File: src/hdl/wrr_sel_pkg.sv
// Shared types, constants and helpers for the weighted round robin selector.
// No dependencies; imported by the controller, the datapath and the top level.
package wrr_sel_pkg;

    localparam int DEF_MAX_INSTANCES = 8;
    localparam int DEF_WEIGHT_BITS   = 8;
    localparam int DEF_COUNTER_BITS  = 32;

    localparam int CNT_W       = 4;
    localparam int IDX_OUT_W   = 3;
    localparam int TABLE_W     = 64;
    localparam int SEED_W      = 32;
    localparam int DIV_W       = 32;
    localparam int DIV_CNT_W   = $clog2(DIV_W);
    localparam int CFG_DATA_W  = 64;
    localparam int CFG_ADDR_W  = 2;
    localparam int TDATA_W     = 8;

    localparam logic [SEED_W-1:0] LFSR_TAPS = 32'h8020_0003;

    typedef enum logic [CFG_ADDR_W-1:0] {
        REG_MODE        = 2'd0,
        REG_USE_WEIGHTS = 2'd1,
        REG_WEIGHTS     = 2'd2,
        REG_SEED        = 2'd3
    } cfg_reg_t;

    typedef enum logic [1:0] {
        MODE_RR         = 2'd0,
        MODE_WRR        = 2'd1,
        MODE_RANDOM     = 2'd2,
        MODE_LEAST_CONN = 2'd3
    } sel_mode_t;

    typedef enum logic [1:0] {
        RES_KEEP = 2'd0,
        RES_NONE = 2'd1,
        RES_REM  = 2'd2,
        RES_SCAN = 2'd3
    } res_sel_t;

    typedef struct packed {
        logic     load;
        logic     sum_step;
        logic     div_step;
        logic     scan_step;
        res_sel_t res;
        logic     finish;
    } wrr_cmd_t;

    typedef struct packed {
        logic count_zero;
        logic sel_random;
        logic sel_weighted;
        logic weighted;
        logic step_last;
        logic sum_zero;
        logic div_last;
        logic scan_hit;
        logic out_free;
    } wrr_status_t;

    function automatic logic [SEED_W-1:0] lfsr_next(input logic [SEED_W-1:0] s);
        logic [SEED_W-1:0] v;
        v = (s == '0) ? SEED_W'(1) : s;
        return v[0] ? ((v >> 1) ^ LFSR_TAPS) : (v >> 1);
    endfunction

endpackage

File: src/hdl/wrr_sel_ctrl.sv
// Sequencing FSM of the selector: accept, weight sum, remainder, span scan, output.
// Depends on wrr_sel_pkg; drives wrr_sel_dp through wrr_cmd_t.
module wrr_sel_ctrl
    import wrr_sel_pkg::*;
(
    input  logic        aclk,
    input  logic        aresetn,
    input  logic        s_tvalid,
    output logic        s_tready,
    input  wrr_status_t status,
    output wrr_cmd_t    cmd
);

    typedef enum logic [4:0] {
        ST_IDLE = 5'b00001,
        ST_SUM  = 5'b00010,
        ST_DIV  = 5'b00100,
        ST_SCAN = 5'b01000,
        ST_DONE = 5'b10000
    } state_t;

    state_t state_reg, state_next;

    always_ff @(posedge aclk) begin
        if (!aresetn) begin
            state_reg <= ST_IDLE;
        end else begin
            state_reg <= state_next;
        end
    end

    always_comb begin
        state_next = state_reg;
        cmd        = '0;
        s_tready   = 1'b0;
        unique case (state_reg)
            ST_IDLE: begin
                s_tready = 1'b1;
                if (s_tvalid) begin
                    cmd.load = 1'b1;
                    if (status.count_zero) begin
                        cmd.res    = RES_NONE;
                        state_next = ST_DONE;
                    end else if (status.sel_random) begin
                        state_next = ST_DIV;
                    end else if (status.sel_weighted) begin
                        state_next = ST_SUM;
                    end else begin
                        state_next = ST_DIV;
                    end
                end
            end
            ST_SUM: begin
                cmd.sum_step = 1'b1;
                if (status.step_last) begin
                    if (status.sum_zero) begin
                        cmd.res    = RES_NONE;
                        state_next = ST_DONE;
                    end else begin
                        state_next = ST_DIV;
                    end
                end
            end
            ST_DIV: begin
                cmd.div_step = 1'b1;
                if (status.div_last) begin
                    if (status.weighted) begin
                        state_next = ST_SCAN;
                    end else begin
                        cmd.res    = RES_REM;
                        state_next = ST_DONE;
                    end
                end
            end
            ST_SCAN: begin
                cmd.scan_step = 1'b1;
                if (status.scan_hit) begin
                    cmd.res    = RES_SCAN;
                    state_next = ST_DONE;
                end
            end
            ST_DONE: begin
                if (status.out_free) begin
                    cmd.finish = 1'b1;
                    state_next = ST_IDLE;
                end
            end
            default: begin
                state_next = ST_IDLE;
            end
        endcase
    end

endmodule

File: src/hdl/wrr_sel_dp.sv
// Datapath: config registers, rotation counter, LFSR, weight accumulator,
// restoring remainder unit and output register. Depends on wrr_sel_pkg.
module wrr_sel_dp
    import wrr_sel_pkg::*;
#(
    parameter int MAX_INSTANCES = DEF_MAX_INSTANCES,
    parameter int WEIGHT_BITS   = DEF_WEIGHT_BITS,
    parameter int COUNTER_BITS  = DEF_COUNTER_BITS
) (
    input  logic                  aclk,
    input  logic                  aresetn,
    input  logic                  cfg_wr_en,
    input  logic [CFG_ADDR_W-1:0] cfg_addr,
    input  logic [CFG_DATA_W-1:0] cfg_wdata,
    input  logic [CNT_W-1:0]      in_count,
    input  wrr_cmd_t              cmd,
    output wrr_status_t           status,
    output logic                  m_tvalid,
    input  logic                  m_tready,
    output logic [IDX_OUT_W-1:0]  out_index,
    output logic                  out_found
);

    localparam int SUM_W = WEIGHT_BITS + CNT_W;
    localparam int IDX_W = (MAX_INSTANCES > 1) ? $clog2(MAX_INSTANCES) : 1;
    localparam int CAP   = (MAX_INSTANCES > 15) ? 15 : MAX_INSTANCES;

    function automatic logic [TABLE_W-1:0] weight_reset();
        logic [TABLE_W-1:0] v;
        v = '0;
        for (int k = 0; k < TABLE_W; k += WEIGHT_BITS) begin
            v[k] = 1'b1;
        end
        return v;
    endfunction

    localparam logic [TABLE_W-1:0] WEIGHT_RESET = weight_reset();

    sel_mode_t              mode_reg;
    logic                   use_weights_reg;
    logic [TABLE_W-1:0]     weight_table_reg;
    logic [SEED_W-1:0]      lfsr_reg;
    logic [COUNTER_BITS-1:0] counter_reg;

    logic [CNT_W-1:0]       count_reg;
    logic [CNT_W-1:0]       step_reg;
    logic [SUM_W-1:0]       acc_reg;
    logic [SUM_W-1:0]       divisor_reg;
    logic [SUM_W-1:0]       rem_reg;
    logic [DIV_W-1:0]       dividend_reg;
    logic [DIV_CNT_W-1:0]   bit_cnt_reg;
    logic                   weighted_reg;
    logic                   inc_reg;
    logic [IDX_OUT_W-1:0]   res_idx_reg;
    logic                   res_found_reg;
    logic                   m_tvalid_reg;
    logic [IDX_OUT_W-1:0]   m_index_reg;
    logic                   m_found_reg;

    // per-instance weights; slots past the table weigh one
    logic [TABLE_W+WEIGHT_BITS-1:0] table_pad;
    logic [WEIGHT_BITS-1:0]         weight_arr [MAX_INSTANCES];

    assign table_pad = {{WEIGHT_BITS{1'b0}}, weight_table_reg};

    for (genvar g = 0; g < MAX_INSTANCES; g++) begin : g_weight
        if (g * WEIGHT_BITS < TABLE_W) begin : g_in
            assign weight_arr[g] = table_pad[g*WEIGHT_BITS +: WEIGHT_BITS];
        end else begin : g_out
            assign weight_arr[g] = WEIGHT_BITS'(1);
        end
    end

    logic [CNT_W-1:0]  count_sat;
    logic              sel_random;
    logic [SEED_W-1:0] lfsr_adv;
    logic [SUM_W-1:0]  acc_next;
    logic              step_last;
    logic [SUM_W:0]    trial;
    logic [SUM_W:0]    diff;
    logic [SUM_W-1:0]  rem_next;

    assign count_sat  = (in_count > CNT_W'(CAP)) ? CNT_W'(CAP) : in_count;
    assign sel_random = (mode_reg == MODE_RANDOM);
    assign lfsr_adv   = lfsr_next(lfsr_reg);
    assign acc_next   = acc_reg + SUM_W'(weight_arr[step_reg[IDX_W-1:0]]);
    assign step_last  = (step_reg == count_reg - CNT_W'(1));
    assign trial      = {rem_reg, dividend_reg[DIV_W-1]};
    assign diff       = trial - {1'b0, divisor_reg};
    assign rem_next   = diff[SUM_W] ? trial[SUM_W-1:0] : diff[SUM_W-1:0];

    always_comb begin
        status              = '0;
        status.count_zero   = (count_sat == '0);
        status.sel_random   = sel_random;
        status.sel_weighted = (mode_reg == MODE_WRR) && use_weights_reg;
        status.weighted     = weighted_reg;
        status.step_last    = step_last;
        status.sum_zero     = (acc_next == '0);
        status.div_last     = (bit_cnt_reg == DIV_CNT_W'(DIV_W - 1));
        status.scan_hit     = (rem_reg < acc_next);
        status.out_free     = !m_tvalid_reg || m_tready;
    end

    // config, counter, LFSR and output valid
    always_ff @(posedge aclk) begin
        if (!aresetn) begin
            mode_reg         <= MODE_RR;
            use_weights_reg  <= 1'b0;
            weight_table_reg <= WEIGHT_RESET;
            lfsr_reg         <= SEED_W'(1);
            counter_reg      <= '0;
            m_tvalid_reg     <= 1'b0;
        end else begin
            if (cfg_wr_en) begin
                unique case (cfg_reg_t'(cfg_addr))
                    REG_MODE:        mode_reg         <= sel_mode_t'(cfg_wdata[1:0]);
                    REG_USE_WEIGHTS: use_weights_reg  <= cfg_wdata[0];
                    REG_WEIGHTS:     weight_table_reg <= cfg_wdata[TABLE_W-1:0];
                    REG_SEED:        lfsr_reg         <= cfg_wdata[SEED_W-1:0];
                    default: ;
                endcase
            end
            if (cmd.load && sel_random && count_sat != '0) begin
                lfsr_reg <= lfsr_adv;
            end
            if (cmd.finish) begin
                m_tvalid_reg <= 1'b1;
                if (res_found_reg && inc_reg) begin
                    counter_reg <= counter_reg + COUNTER_BITS'(1);
                end
            end else if (m_tready) begin
                m_tvalid_reg <= 1'b0;
            end
        end
    end

    // working registers
    always_ff @(posedge aclk) begin
        if (cmd.load) begin
            count_reg    <= count_sat;
            step_reg     <= '0;
            acc_reg      <= '0;
            rem_reg      <= '0;
            bit_cnt_reg  <= '0;
            divisor_reg  <= SUM_W'(count_sat);
            dividend_reg <= sel_random ? DIV_W'(lfsr_adv) : DIV_W'(counter_reg);
            weighted_reg <= (mode_reg == MODE_WRR) && use_weights_reg;
            inc_reg      <= !sel_random;
        end
        if (cmd.sum_step) begin
            if (step_last) begin
                divisor_reg <= acc_next;
                acc_reg     <= '0;
                step_reg    <= '0;
            end else begin
                acc_reg  <= acc_next;
                step_reg <= step_reg + CNT_W'(1);
            end
        end
        if (cmd.div_step) begin
            rem_reg      <= rem_next;
            dividend_reg <= {dividend_reg[DIV_W-2:0], 1'b0};
            bit_cnt_reg  <= bit_cnt_reg + DIV_CNT_W'(1);
        end
        if (cmd.scan_step) begin
            acc_reg  <= acc_next;
            step_reg <= step_reg + CNT_W'(1);
        end
        case (cmd.res)
            RES_NONE: begin
                res_idx_reg   <= '0;
                res_found_reg <= 1'b0;
            end
            RES_REM: begin
                // taken on the last remainder step
                res_idx_reg   <= rem_next[IDX_OUT_W-1:0];
                res_found_reg <= 1'b1;
            end
            RES_SCAN: begin
                res_idx_reg   <= step_reg[IDX_OUT_W-1:0];
                res_found_reg <= 1'b1;
            end
            default: ;
        endcase
        if (cmd.finish) begin
            m_index_reg <= res_idx_reg;
            m_found_reg <= res_found_reg;
        end
    end

    assign m_tvalid  = m_tvalid_reg;
    assign out_index = m_index_reg;
    assign out_found = m_found_reg;

endmodule

File: src/hdl/weighted_round_robin_selector.sv
// Weighted round robin selector, top level: wires the FSM to the datapath.
// Depends on wrr_sel_pkg, wrr_sel_ctrl and wrr_sel_dp.
// Sequence from accepted word to valid result: for round robin and random, the
// bit-serial remainder unit runs over the dividend, then the result is registered;
// weighted mode runs the weight sum before the remainder and the span scan after it.
// An empty list or a zero weight sum skips straight to the result.
// One word in flight; the next is taken the cycle after the result is registered,
// and a stalled result holds off the input.
// Reset (aresetn low, synchronous) restores config, valid, counter 0, LFSR 1.
module weighted_round_robin_selector
    import wrr_sel_pkg::*;
#(
    parameter int MAX_INSTANCES = DEF_MAX_INSTANCES,
    parameter int WEIGHT_BITS   = DEF_WEIGHT_BITS,
    parameter int COUNTER_BITS  = DEF_COUNTER_BITS
) (
    input  logic                  aclk,
    input  logic                  aresetn,
    input  logic                  cfg_wr_en,
    input  logic [CFG_ADDR_W-1:0] cfg_addr,
    input  logic [CFG_DATA_W-1:0] cfg_wdata,
    input  logic                  s_tvalid,
    output logic                  s_tready,
    input  logic [TDATA_W-1:0]    s_tdata,   // [3:0] instance_count
    output logic                  m_tvalid,
    input  logic                  m_tready,
    output logic [TDATA_W-1:0]    m_tdata    // [2:0] selected_index, [3] found
);

    wrr_cmd_t             cmd;
    wrr_status_t          status;
    logic [IDX_OUT_W-1:0] out_index;
    logic                 out_found;

    wrr_sel_ctrl u_ctrl (
        .aclk     (aclk),
        .aresetn  (aresetn),
        .s_tvalid (s_tvalid),
        .s_tready (s_tready),
        .status   (status),
        .cmd      (cmd)
    );

    wrr_sel_dp #(
        .MAX_INSTANCES (MAX_INSTANCES),
        .WEIGHT_BITS   (WEIGHT_BITS),
        .COUNTER_BITS  (COUNTER_BITS)
    ) u_dp (
        .aclk      (aclk),
        .aresetn   (aresetn),
        .cfg_wr_en (cfg_wr_en),
        .cfg_addr  (cfg_addr),
        .cfg_wdata (cfg_wdata),
        .in_count  (s_tdata[CNT_W-1:0]),
        .cmd       (cmd),
        .status    (status),
        .m_tvalid  (m_tvalid),
        .m_tready  (m_tready),
        .out_index (out_index),
        .out_found (out_found)
    );

    assign m_tdata = {{(TDATA_W-IDX_OUT_W-1){1'b0}}, out_found, out_index};

endmodule
File: config.mk
export PLATFORM = sky130hd
export DESIGN_NAME = weighted_round_robin_selector
export DESIGN_NICKNAME = d
export VERILOG_FILES = /design/src/hdl/wrr_sel_pkg.sv /design/src/hdl/wrr_sel_ctrl.sv /design/src/hdl/wrr_sel_dp.sv /design/src/hdl/weighted_round_robin_selector.sv
export SDC_FILE = /design/constraint.sdc
export NUM_CORES = 1
export LEC_CHECK = 0
export BUFFER_PORTS_ARGS = -buffer_cell sky130_fd_sc_hd__buf_2
export CAP_MARGIN = 10
export CORE_ASPECT_RATIO = 0.8
export CORE_MARGIN = 4
export CORE_UTILIZATION = 61
export CTS_CLUSTER_SIZE = 16
export DETAILED_ROUTE_END_ITERATION = 12
export GPL_TIMING_DRIVEN = 0
export HOLD_SLACK_MARGIN = 0.02
export PLACE_DENSITY = 0.81
export SYNTH_ARGS = -nofsm -noshare
export SYNTH_HDL_FRONTEND = slang
export SYNTH_SLANG_ARGS = --single-unit
File: constraint.sdc
create_clock -name aclk -period 6.61 [get_ports aclk]
set_input_delay 0.3305 -clock aclk [delete_from_list [all_inputs] [get_ports aclk]]
set_output_delay 0.3305 -clock aclk [all_outputs]
set_load 0.1 [all_outputs]
# --- Word-level counts from Yosys, hierarchy flattened ---
# Index checks and enable logic that the tools add are counted.
# Widths: inputs -> output; s select.
totals:
  reg_bits: 228
  in_bits: 79
  word_cells: 136
  out_inout_bits: 10
classes:
  n_bitwise: 2
  n_lt_le_gt_ge: 3
  muxes: 58
  add_sub_neg: 6
  n_eq_ne: 20
  n_reduce_logical: 26
op_table:
  columns: ["operator", "count"]
  rows:
  - ["$mux 32", 8]
  - ["$mux 12", 9]
  - ["$mux 5", 10]
  - ["$add 32x1->32 const B", 1]
  - ["$logic_not 32->1", 1]
  - ["$pmux 5 s5", 1]
  - ["$bmux 8 s3", 1]
  - ["$mux 4", 5]
  - ["$mux 8", 2]
  - ["$sub 13x12->13", 1]
  - ["$add 12x8->12", 1]
  - ["$logic_not 12->1", 1]
  - ["$lt 12x12->1", 1]
  - ["$mux 1", 12]
  - ["$eq 2x2->1 const B", 5]
  - ["$eq 5x5->1 const B", 2]
  - ["$mux 2", 5]
  - ["$reduce_and 2->1", 5]
  - ["$reduce_bool 2->1", 5]
  - ["$pmux 3 s3", 1]
  - ["$ne 2x2->1 const B", 4]
  - ["$not 3->4", 2]
  - ["$pmux 2 s4", 1]
  - ["$eq 2x1->1 const B", 3]
  - ["22 further kinds", 28]

# --- Depth between registers and ports, before layout ---
depth:
  depth_word: 12
  ltp_mapped: 20
  depth_no_buf: 18

# --- By module ---
# A second synthesis with hierarchy kept.
unflattened:
  hier_cells: 1212
  area_unflattened_um2: 11762.5
by_module_without_submodules:
  columns: ["module", "n_inst", "area_per_inst_um2", "cells_per_inst"]
  rows:
  - ["wrr_sel_dp", 1, 11295.8, 1153]
  - ["wrr_sel_ctrl", 1, 425.4, 53]
  - ["weighted_round_robin_selector", 1, 41.3, 6]

# --- Worst setup path before layout ---
# No wires, ideal clock.
synth_path:
  path_type: "reg2reg"
  from: "register u_dp.step_reg[0]"
  to: "register u_dp.res_found_reg (enable)"
  path_stages_with_launch: 18
  arrival_time_ns: 5.409
  path_buffers: 2
  slack_ns: 0.894
  setup_ns: 0.307
  cell_sequence: "edfxtp_1 > buf_1 > clkbuf_1 > mux4_2 > mux2_2 > ha_1 > or4_1 > o21a_1 > a21boi_0 > nor2_1 > ha_1 > a21oi_1 > nor2b_1 > a2111o_1 > a211oi_1 > a221oi_2 > a2111oi_2 > or4_1"
synth_via:
  elab_chain_cells: 12
  elab_cells_between_ends: 17
  classes_between: "add/sub: 1; order compare: 1; eq/ne: 4; mux: 7; bitwise: 1; reduce/logical: 3"
synth_rtl:
  columns: ["item", "line_no", "text"]
  rows:
  - ["start: declaration", "wrr_sel_dp.sv:46", "logic [CNT_W-1:0] step_reg;"]
  - ["start signal: assignment", "wrr_sel_dp.sv:158", "step_reg <= step_reg + CNT_W'(1);"]
  - ["start signal: assignment", "wrr_sel_dp.sv:168", "step_reg <= step_reg + CNT_W'(1);"]
  - ["parallel branches: the longest is 8 deep, another holds $add 12x8->12", null, null]
  - ["$pmux 2 s4 *", "wrr_sel_ctrl.sv:36", "unique case (state_reg)"]
  - ["$eq 2x2->1", "wrr_sel_dp.sv:170", "case (cmd.res)"]
  - ["$reduce_or 2->1 (no source line)", null, null]
  - ["$reduce_bool 2->1 (no source line) *", null, null]
  - ["end signal: assignment", "wrr_sel_dp.sv:173", "res_found_reg <= 1'b0;"]
  - ["end signal: assignment", "wrr_sel_dp.sv:178", "res_found_reg <= 1'b1;"]
  - ["end signal: assignment", "wrr_sel_dp.sv:182", "res_found_reg <= 1'b1;"]
  - ["end: declaration", "wrr_sel_dp.sv:55", "logic res_found_reg;"]
# Mark *: on every way between the ends. The select of a mux whose other input is x is not followed.
# A chain may end at the register's enable or synchronous reset.

# --- Worst setup path after layout ---
layout_path:
  from: "register u_dp.step_reg[1]"
  to: "register u_dp.res_idx_reg[2] (enable)"
layout_via:
  elab_chain_cells: 11
  elab_cells_between_ends: 16
  classes_between: "add/sub: 1; order compare: 1; eq/ne: 4; mux: 7; bitwise: 1; reduce/logical: 2"
layout_rtl:
  columns: ["item", "line_no", "text"]
  rows:
  - ["parallel branches: the longest is 8 deep, another holds $add 12x8->12", null, null]
  - ["$pmux 2 s4 *", "wrr_sel_ctrl.sv:36", null]
  - ["$eq 2x1->1 / $eq 2x2->1 (equally long branches)", "wrr_sel_dp.sv:170", null]
  - ["$reduce_bool 3->1 (no source line) *", null, null]
  - ["end signal: assignment", "wrr_sel_dp.sv:177", "res_idx_reg <= rem_next[IDX_OUT_W-1:0];"]
  - ["end signal: assignment", "wrr_sel_dp.sv:181", "res_idx_reg <= step_reg[IDX_OUT_W-1:0];"]
  - ["end: declaration", "wrr_sel_dp.sv:54", "logic [IDX_OUT_W-1:0] res_idx_reg;"]
# Marks and branches as above.

==> impl_metrics.csv <==
group,metric,value,unit
status,outcome,"finished clean",
floorplan,rows,45,
drt,avgRoutedWirePerCell,18.6,um
drt,vias_per_cell,5.93,
worst_setup_path,reg2reg_to,"u_dp.res_idx_reg[2]",
synth,netlist_top_cells_count,"nand2_1 (226), dfxtp_1 (150), mux2i_1 (81)",
synth,yosysSeqAreaShare,0.453,
synth,yosysWarnings,0,
synth,netlist_area,11800,um2
worst_setup_path,worstPathRequired,6820,ps
floorplan,start_util,0.621,
drt,via_count,9514,
synth,synth_largest_area_cell,"dfxtp_1",
timing,hold_viol_final,0,
timing,drv_slew,0,
worst_setup_path,end_kind,"flop",
drt,drc_errors,0,
synth,ys.flop_type,"dfxtp_1",
global_routing,grt_pass1_vias,9060,
floorplan,die-width,163,um
worst_setup_path,start_kind,"flop",
floorplan,core_area,19000,um2
timing,timing.final.ws_setup,356,ps
worst_setup_path,r2r_setup_slack,360,ps
timing,clock_skew,18.3,ps
clocking,cts_tree,"done",
synth,synth-edff-count,78,
timing,fmax,160,MHz
worst_setup_path,endpoint,"u_dp.res_idx_reg[2]",
place,placed_cell_area,12600,um2
power_and_ir_drop,p_per_area,295,nW/um2
clocking,postCtsHoldBufs,0,
cells_and_area,final_cell_area,13300,um2
worst_setup_path,crit_fanout,10,
clocking,cts_sinks,228,
global_routing,grt_antenna_before_repair,0,
synth,ys_async_sr_fraction,0,
clocking,root_buffer,"clkbuf_16",
timing,max_slew_margin,0.317,
global_routing,grt_start_max_net_pins,26,
job,drv_cap,0,
synth,syn_area_per_cell,9.67,um2
clocking,post_cts_buffers,0,
synth,synth.distinct_cells,63,
global_routing,grt_pass1_wl,47300,um
cells_and_area,num_antenna_cells,0,
place,port_buffers,79,
timing,worst_slew_pin_slew,1020,ps
place,post-place-ws,-81.1,ps
clocking,clockBufferDepth,3,
drt,drtIter0Drc,879,
global_routing,track_usage,0.269,
cells_and_area,drive_gt1_frac,0.127,
worst_setup_path,timing.rr.start,"u_dp.step_reg[1]",
clocking,cts_made_buffers,24,
cells_and_area,syn_to_final_growth,13.1,%
place,routabilityCongestion,0.913,
power_and_ir_drop,ir_drop,0.191,mV
clocking,htreeDepth,1,
min_path,worstHoldStart,"cfg_wdata[48]",
worst_setup_path,ff2ff_path_depth,17,
min_path,min_path_cells,3,
min_path,hp-class,"input pin to flop",
timing,rsz0062_at_grt,"no",
synth,netlist_instances,1220,
drt,drtAntennaViolNets,0,
clocking,insertion_delay,530,ps
power_and_ir_drop,leakage,5.72,nW
floorplan,die_h,132,um
floorplan,die-area,21600,um2
timing,setup_violations,0,
timing,period_needed,6250,ps
timing,fin_crit_sh,0.946,
floorplan,num_io_pins,89,
synth,synth_top_area_frac,0.255,
worst_setup_path,critPathLaunch,"u_dp.step_reg[1]",
drt,routed_wl,29900,um
drt,dr.pass1.iters,7,
worst_setup_path,path_class,"flop to flop",
clocking,clk_pin_slew,60,ps
synth,ys_ff_latch,228,
global_routing,overflow,0,
synth,synth.area.top_cells,"dfxtp_1 (25%), edfxtp_1 (20%), nand2_1 (7.2%), mux2i_1 (6.9%), a21boi_0 (4.0%)",
synth,yosysMostFrequentCell,"nand2_1",
worst_setup_path,arrival,6460,ps
cells_and_area,final_nets,1444,
place,dp_hpwl,22200,um
cells_and_area,largest_reg_flops,64,
-- placed cells by master (no fill, tap or decap), types with 3 or more instances in the layout --
cell	netlist	layout
nand2_1	226	225
dfxtp_1	150	150
buf_2	2	81
mux2i_1	81	81
edfxtp_1	78	78
clkbuf_1	63	68
a21boi_0	63	63
nor2_1	58	58
o21ai_0	58	58
nand3_1	42	42
xnor2_1	40	40
ha_1	34	34
o211a_1	32	32
and2_1	31	31
inv_1	29	29
clkbuf_16	0	24
a21oi_1	22	22
nor2b_1	17	17
mux4_2	16	16
nor3_1	15	15
nand4_1	14	14
xor2_1	12	12
nor4_1	12	12
nand2b_1	11	11
and3_1	9	9
mux2_2	9	9
a211oi_1	9	9
or3_1	8	8
or2_2	7	7
o21a_1	7	7
nor3b_1	7	7
nand3b_1	6	6
o31ai_1	6	6
buf_4	5	5
conb_1	1	4
clkinv_2	0	4
o2bb2ai_1	3	3
and4_1	3	3
inv_4	0	3
-- routing by layer --
layer  vias to the layer above  global-route usage  share of wire
li1                       4543                   -              -
met1                      4544               0.415           0.46
met2                       390               0.405           0.43
met3                        37              0.0438          0.088
met4                         0              0.0531          0.017
met5                         -                   0              0
-- repair_timing --
action / in CTS / in global routing
resized for setup: 1 / 2
hold endpoints to repair: 0 / 0
setup endpoints to repair: 4 / 9
-- through the flow --
step	hold slack [ps]	utilization	total power [mW]	TNS, ps	instances
4_1_cts	31.4	0.703	3.92	0	1605
5_1_grt	56.8	0.703	4.09	0	1605
3_5_place_dp	409	0.661	2.60	-324	1561
6_report	35.8	0.703	3.93	0	1605
2_1_floorplan	400	-	2.34	0	1223
3_3_place_gp	405	0.660	2.56	-149	1560
-- worst min-delay path by stage --
stage,end,slack (ps)
after floorplan,u_dp.out_index[0],400
after global placement,u_dp.out_index[2],400
after detailed placement,u_dp.out_index[2],410
after CTS,u_dp.weight_table_reg[48],30
after global routing,u_dp.weight_table_reg[55],60
final,u_dp.weight_table_reg[48],40
-- cells by family (layout without fill, tap and decap cells) --
kind of cell,count (synthesis),in the layout,share of synthesized area
xor+xnor,52,52,0.0386
other cells,1,4,0.000318
simple gates,475,475,0.192
compound gates,220,220,0.134
flops,228,228,0.453
buf+inv,102,226,0.0343
fa+ha+maj,36,36,0.0395
mux,106,106,0.108
-- worst max-delay path: stages, from the launching register on --
cell and delay, ps:
edfxtp_1 360, clkbuf_1 510, clkbuf_1 600, mux4_2 400, mux2_2 280, ha_1 350, or4_1 550, o21ai_0 190
nor3_1 120, nor2_1 280, ha_1 310, a21oi_1 150, nor2b_1 60, a2111o_1 380, a211oi_1 260, a221oi_2 140
a2111oi_2 660, or4_1 330
-- where the power goes --
part | total [mW] | internal (mW) | switching (mW)
Sequential | 1.70 | 1.61 | 0.0938
Combinational | 0.887 | 0.353 | 0.534
Clock | 1.34 | 0.777 | 0.568
-- area by class of cell --
type | instances | area, um2
Multi-Input combinational cell | 893 | 6060
Fill cell | 1392 | 5640
Sequential cell | 228 | 5350
Clock buffer | 32 | 651
Timing Repair Buffer | 80 | 423
Tap cell | 258 | 323
Buffer | 73 | 298
Clock inverter | 12 | 130
Inverter | 29 | 109
Note: power is estimated with default switching activity, not from simulation.
